**src/rtl/kss_pkg.sv**
```systemverilog
// ----------------------------------------------------------------------------
// kss_pkg
// Shared types, constants and the order key for the rank selector.
// ----------------------------------------------------------------------------
package kss_pkg;

    localparam int MAX_ITEMS_DEF = 4096;

    // Request passed from the load front end to the select engine
    typedef struct packed {
        logic [11:0] rank;
        logic        rank_bad;
    } t_sel_req;

    typedef enum logic [3:0] {
        S_IDLE,
        S_WIN,
        S_RD_MID,
        S_RD_HIGH,
        S_MED,
        S_RD_PIV,
        S_PIV,
        S_SCAN_RD,
        S_SCAN,
        S_SWAP_RD,
        S_SWAP_WR,
        S_DECIDE,
        S_FIN_RD,
        S_DONE
    } t_sel_state;

    // Order-preserving key: both zeros map together
    function automatic logic [31:0] order_key(input logic [31:0] bits);
        logic [31:0] k;
        if (bits[30:0] == 31'd0) begin
            k = 32'h8000_0000;
        end else if (bits[31]) begin
            k = ~bits;
        end else begin
            k = bits | 32'h8000_0000;
        end
        return k;
    endfunction

endpackage

```
**src/rtl/kss_front.sv**
```systemverilog
// ----------------------------------------------------------------------------
// kss_front
// Load front end: writes samples, counts them, queues a select request.
// ----------------------------------------------------------------------------
module kss_front #(
    parameter int MAX_ITEMS = kss_pkg::MAX_ITEMS_DEF,
    parameter int AW        = $clog2(MAX_ITEMS)
) (
    input  logic              i_clk,
    input  logic              i_rst_n,
    input  logic              i_take,
    input  logic [31:0]       i_sample_bits,
    input  logic [11:0]       i_wanted_rank,
    input  logic              i_last_item,
    output logic              o_wr_en,
    output logic [AW-1:0]     o_wr_addr,
    output logic [31:0]       o_wr_data,
    output logic              o_req_valid,
    output kss_pkg::t_sel_req o_req,
    output logic [AW:0]       o_count,
    input  logic              i_req_pop
);
    import kss_pkg::*;

    logic [AW:0] r_count;
    logic [AW:0] r_sel_count;
    logic        r_req_valid;
    t_sel_req    r_req;
    logic        w_room;
    logic [AW:0] w_cnt_next;

    assign w_room     = (r_count < (AW+1)'(MAX_ITEMS));
    assign w_cnt_next = w_room ? r_count + 1'b1 : r_count;
    assign o_wr_en    = i_take && w_room;
    assign o_wr_addr  = r_count[AW-1:0];
    assign o_wr_data  = i_sample_bits;

    // Item counter and one-entry request queue
    always_ff @(posedge i_clk) begin
        if (!i_rst_n) begin
            r_count     <= '0;
            r_req_valid <= 1'b0;
            r_sel_count <= '0;
        end else begin
            if (i_req_pop) r_req_valid <= 1'b0;
            if (i_take) begin
                if (i_last_item) begin
                    r_count     <= '0;
                    r_req_valid <= 1'b1;
                    r_sel_count <= w_cnt_next;
                end else begin
                    r_count <= w_cnt_next;
                end
            end
        end
    end

    always_ff @(posedge i_clk) begin
        if (i_take && i_last_item) begin
            r_req.rank     <= i_wanted_rank;
            r_req.rank_bad <= ((AW+1)'(i_wanted_rank) >= w_cnt_next) ||
                              (AW < 12 && (i_wanted_rank >> AW) != '0);
        end
    end

    assign o_req_valid = r_req_valid;
    assign o_req       = r_req;
    assign o_count     = r_sel_count;

    a_count_cap: assert property (@(posedge i_clk) disable iff (!i_rst_n)
        r_count <= (AW+1)'(MAX_ITEMS)) else $error("count overflow");
    a_req_clear: assert property (@(posedge i_clk) disable iff (!i_rst_n)
        (i_req_pop && !(i_take && i_last_item)) |=> !r_req_valid)
        else $error("request not cleared");
    a_last_reset: assert property (@(posedge i_clk) disable iff (!i_rst_n)
        (i_take && i_last_item) |=> (r_count == '0 && r_req_valid))
        else $error("last item not closing set");

endmodule

```
**config.mk**
```make
export PLATFORM = sky130hd
export DESIGN_NAME = kss_front
export DESIGN_NICKNAME = d
export VERILOG_FILES = /design/src/rtl/kss_pkg.sv /design/src/rtl/kss_front.sv
export SDC_FILE = /design/constraint.sdc
export NUM_CORES = 1
export LEC_CHECK = 0
export BUFFER_PORTS_ARGS = -buffer_cell sky130_fd_sc_hd__buf_2
export CAP_MARGIN = 0
export CORE_AREA = 2 2 74 76
export CTS_BUF_LIST = sky130_fd_sc_hd__clkbuf_8
export DETAILED_ROUTE_END_ITERATION = 8
export DIE_AREA = 0 0 76 78
export HOLD_SLACK_MARGIN = 0.02
export PLACE_DENSITY = 0.8
export SYNTH_ARGS = -nofsm -noshare
export SYNTH_HDL_FRONTEND = slang
export SYNTH_SLANG_ARGS = --single-unit
```
**constraint.sdc**
```tcl
create_clock -name i_clk -period 2.7 [get_ports i_clk]
set_clock_uncertainty 0.15 [all_clocks]
set_input_delay 0.405 -clock i_clk [delete_from_list [all_inputs] [get_ports i_clk]]
set_output_delay 0.405 -clock i_clk [all_outputs]
set_load 0.05 [all_outputs]
```
After elaboration in Yosys (flattened, before gate mapping). Index checks and enable logic that the tools add are counted.

Flip-flop bits (word level): 40. Input port bits: 49. Logic and storage cells: 16.

$add $sub $neg: 1. Order comparisons: 2. Muxes and demuxes: 5. Reductions and logical operators: 3.

Operators by type and width (count): 2-to-1 mux 13 bit (2); adder 13 x 1 -> 13 bit (second input constant) (1); greater-or-equal comparator 12 x 13 -> 1 bit (1); less-than comparator 13 bit (second input constant) (1); 2-to-1 mux 1 bit (3); logical AND 1 bit (2); AND reduction 2 bit (1).

Logic depth before layout (Yosys ltp).
Depth after elaboration: 3. Depth in mapped cells: 10. Depth with buffers taken out: 10.

Least setup slack after synthesis. Ideal clock, no wire load.

Path type: flip-flop to flip-flop. From: reg r_count[2]. To: reg r_req (netlist bit o_req[0]) (data pin). Data arrival time: 2013 ps. Path slack: 276 ps. Cell stages (with the launch flop): 10. Buffers on the path: 1. Clock period less this slack: 2424 ps. Cells stage by stage: dfxtp_1 > and4b_2 > buf_2 > nand2_1 > xnor2_1 > ha_1 > a31o_2 > a21o_1 > a211oi_1 > o21ai_1.

Word-level cells in the longest chain between the ends: 3. Elaborated cells on any way between the ends: 4. Those cells by class: add/sub: 1; order compare: 2; mux: 1.

Ends and longest elaborated chain: start, declared (line kss_front.sv:25) `logic [AW:0] r_count;`; start signal, assigned (line kss_front.sv:52) `r_count <= w_cnt_next;`; adder 13 x 1 -> 13 bit or less-than comparator 13 bit (tied branches) (line kss_front.sv:33, kss_front.sv:32); 2-to-1 mux 13 bit (*) (line kss_front.sv:33) `assign w_cnt_next = w_room ? r_count + 1'b1 : r_count;`; greater-or-equal comparator 12 x 13 -> 1 bit (*) (line kss_front.sv:61) `r_req.rank_bad <= ((AW+1)'(i_wanted_rank) >= w_cnt_next) ||`; end, declared (line kss_front.sv:28) `t_sel_req r_req;`.

Every way passes the cells marked *; elsewhere a longest branch is shown, timed or not. A chain may end at the register's enable or synchronous reset.

Worst setup path in the final report.
From: reg r_count[1]. To: reg r_req (netlist bit o_req[0]) (data pin).

Same word-level chain as after synthesis.

==> run_results.csv <==
group,metric,value,unit
status,status,"finished, final reports clean",
power_and_ir_drop,ir_drop,0.2743,mV
worst_setup_path,crit_path_max_incr_delay,0.41,ns
global_routing,grt_pass1_wl,8010,µm
worst_setup_path,critPathMaxFanout,7,
yosys,ys_async_sr_fraction,0,%
clocking,numCtsBuffers,5,
detailed_routing,drt_wl_total,4816,µm
detailed_routing,drt_first_pass_iters,4,
worst_setup_path,r2r-start,"r_count[1]",
die,rows,26,
detailed_routing,wl_per_cell,14.91,µm
die,die_y,78,µm
placed_design,dp_hpwl,3593,µm
clocking,postCtsHoldBufs,0,
global_routing,antenna_found_initial,0,
min_path,holdPathEnd,"o_req[1]",
timing,tightest_slew,0.5256,ns
detailed_routing,vias,1667,
yosys,synth_edf_count,13,
clocking,root_buffer,"clkbuf_8",
worst_setup_path,crit_chain,"ha_2 -> nand3b_4 -> nor3_2 -> xnor2_1 -> ha_1 -> o2111ai_1 -> o31ai_1 -> a211oi_1 -> o21ai_1",
final_layout,n_antenna_cell,0,
yosys,syn_area_per_cell,9.819,µm²
yosys,ys_seq_elements,40,
timing,fin_tns_setup,0,ns
detailed_routing,post_drt_via_cell_ratio,5.161,
detailed_routing,drcViolationCount,0,
clocking,cts_tree,"built",
yosys,synthDistinctLibCells,49,
min_path,whs_path_depth,1,
worst_setup_path,cp.arrival,2.41,ns
min_path,hp-class,"primary input to register",
flow_run,cap_violations,0,
worst_setup_path,reg2reg_depth,9,
die,coreArea,0.005042,mm²
worst_setup_path,crit_start,"r_count[1]",
die,floorplan.die.width,76,µm
yosys,netlist_area,0.002317,mm²
final_layout,drive_gt1_share,32.41,%
clocking,clk_pin_slew,0.07,ns
timing,rsz0062_at_grt,"false",
final_layout,area_growth_syn_to_layout,6.641,%
timing,final_max_slew_viol_count,0,
clocking,ctsHtreeMaxLevel,2,
detailed_routing,drt_iter0_drc,150,
worst_setup_path,cp_slowest_cell,"dfxtp_1",
timing,slew_headroom,64.96,%
min_path,hold_start,"i_wanted_rank[0]",
clocking,clock_sinks,40,
clocking,clockBufferDepth,2,
timing,clock.fmax,0.3985,GHz
global_routing,grt_pass1_vias,1592,
clocking,clock_latency,0.29,ns
clocking,post_cts_buffers,0,
yosys,yosysWarnings,0,
timing,setup-violations-final,0,
yosys,synth_seq_area_share,40.17,%
worst_setup_path,rr_endpoint,"o_req[0]",
final_layout,fin_nets,312,
power_and_ir_drop,p_leak,1.146,nW
power_and_ir_drop,power_density,513.5,mW/mm²
worst_setup_path,crit_required,2.60,ns
detailed_routing,ant_nets,0,
worst_setup_path,reg2reg_slack,0.19,ns
die,ioPinCount,121,
worst_setup_path,cp-end-kind,"register",
power_and_ir_drop,report.power.total,0.001269,W
timing,fin_crit_sh,92.94,%
timing,fin_crit,2.509,ns
global_routing,grt_max_degree,34,
timing,holdWs,0.1522,ns
global_routing,grt_use_total,17.24,%
die,dieArea,0.005928,mm²
placed_design,io_buffers,56,
yosys,ys.flop_type,"dfxtp_1",
placed_design,gp_congestion,0.9459,
timing,hold_viol_final,0,
yosys,postSynthCellCount,236,
worst_setup_path,cp-start-kind,"register",
worst_setup_path,path_class,"register to register",
global_routing,gr-total-overflow,0,
yosys,syn-num-nets,296,
die,start_util,45.96,%
[synth_stat cells (6+ instances only)]
master    instances  area, µm²
dfxtp_1          27      540.5
buf_4            44      330.3
xnor2_1           9      78.83
o211a_1          10      100.1
nor2_1            6      22.52
ha_1             11      137.6
clkbuf_1          6      22.52
and2_1            9      56.30
nand2_1          13      48.80
o22ai_1           8      50.05
o21ai_0           6      30.03
inv_1            14      52.55
edfxtp_1         13      390.4
[stage by stage]
step	utilization (%)	std cells	area (µm²)	setup slack, ns
after global routing	49.01	323	2471	0.02090
final	49.01	323	2471	0.1907
after detailed placement	47.05	315	2372	0.1086
after CTS	48.83	323	2462	0.08787
after global placement	47.05	315	2372	0.2451
after floorplan	-	236	2317	0.2759
[sequential cells by signal, summed over array words and instances, names as in the netlist]
name and flops:
o_req_valid 1, o_req 13, r_count 13, o_count 13
[metal layers]
metal  vias up  track usage [%]  share of wire [%]
met5         -                0                  0
met4         0            9.273                2.7
met3        19            6.512                7.2
met2        65            26.25                 45
met1       763            21.17                 45
li1        820                -                  -
[placed cells by master, fill, tap and decap left out, drive strengths merged, types with 3 or more instances in the layout]
| cell | n |
|---|---|
| clkbuf | 6 |
| nand3 | 4 |
| o22ai | 8 |
| a21oi | 3 |
| a211oi | 3 |
| inv | 16 |
| nand2 | 13 |
| ha | 11 |
| xnor2 | 9 |
| dfxtp | 27 |
| edfxtp | 13 |
| and2 | 10 |
| nand4 | 4 |
| nor3 | 4 |
| buf | 63 |
| nor2b | 5 |
| nor2 | 6 |
| o21ai | 7 |
| o211a | 10 |
[critical path: cells and delay by family, from the launching register on]
family | cells | cell delay, ns
adder cells (fa/ha/maj) | 2 | 0.60
AO/OA/AOI/OAI | 4 | 0.55
flip-flops | 1 | 0.41
AND/OR/NAND/NOR | 2 | 0.33
XOR/XNOR | 1 | 0.22
[final cells by class]
class,instances,area [µm²]
fill,460,2571
multi-input combinational,128,963.4
sequential,40,932.1
timing repair buffer,63,345.3
tap,70,87.58
clock buffer,6,82.58
inverter,14,52.55
clock inverter,2,7.507
[power by group]
part	switching [W]	internal, W	total (W)
clock network	0.000193	0.000201	0.000394
registers	0.00000991	0.000649	0.000659
logic	0.000158	0.0000591	0.000217
[what timing repair did]
action,4_1_cts,5_1_grt
endpoints found under the hold margin,0,0
setup endpoints to repair,0,1
resized for setup,0,3
[kinds of logic after synthesis]
kind of cell / Yosys count / share of synthesized area [%]
xor+xnor: 9 / 3.402
mux: 2 / 0.8640
flops: 40 / 40.17
fa+ha+maj: 11 / 5.939
simple gates: 58 / 14.90
compound gates: 48 / 16.14
buf+inv: 68 / 18.57
[worst max-delay path by stage]
stage | cells after the start | slack (ns) | to
2_1_floorplan | 9 | 0.28 | o_req[0]
4_1_cts | 9 | 0.09 | o_req[0]
3_3_place_gp | 9 | 0.25 | o_req[0]
5_1_grt | 9 | 0.02 | o_req[0]
6_report | 9 | 0.19 | o_req[0]
3_5_place_dp | 9 | 0.11 | o_req[0]
Note: power is estimated with default switching activity, not from simulation.
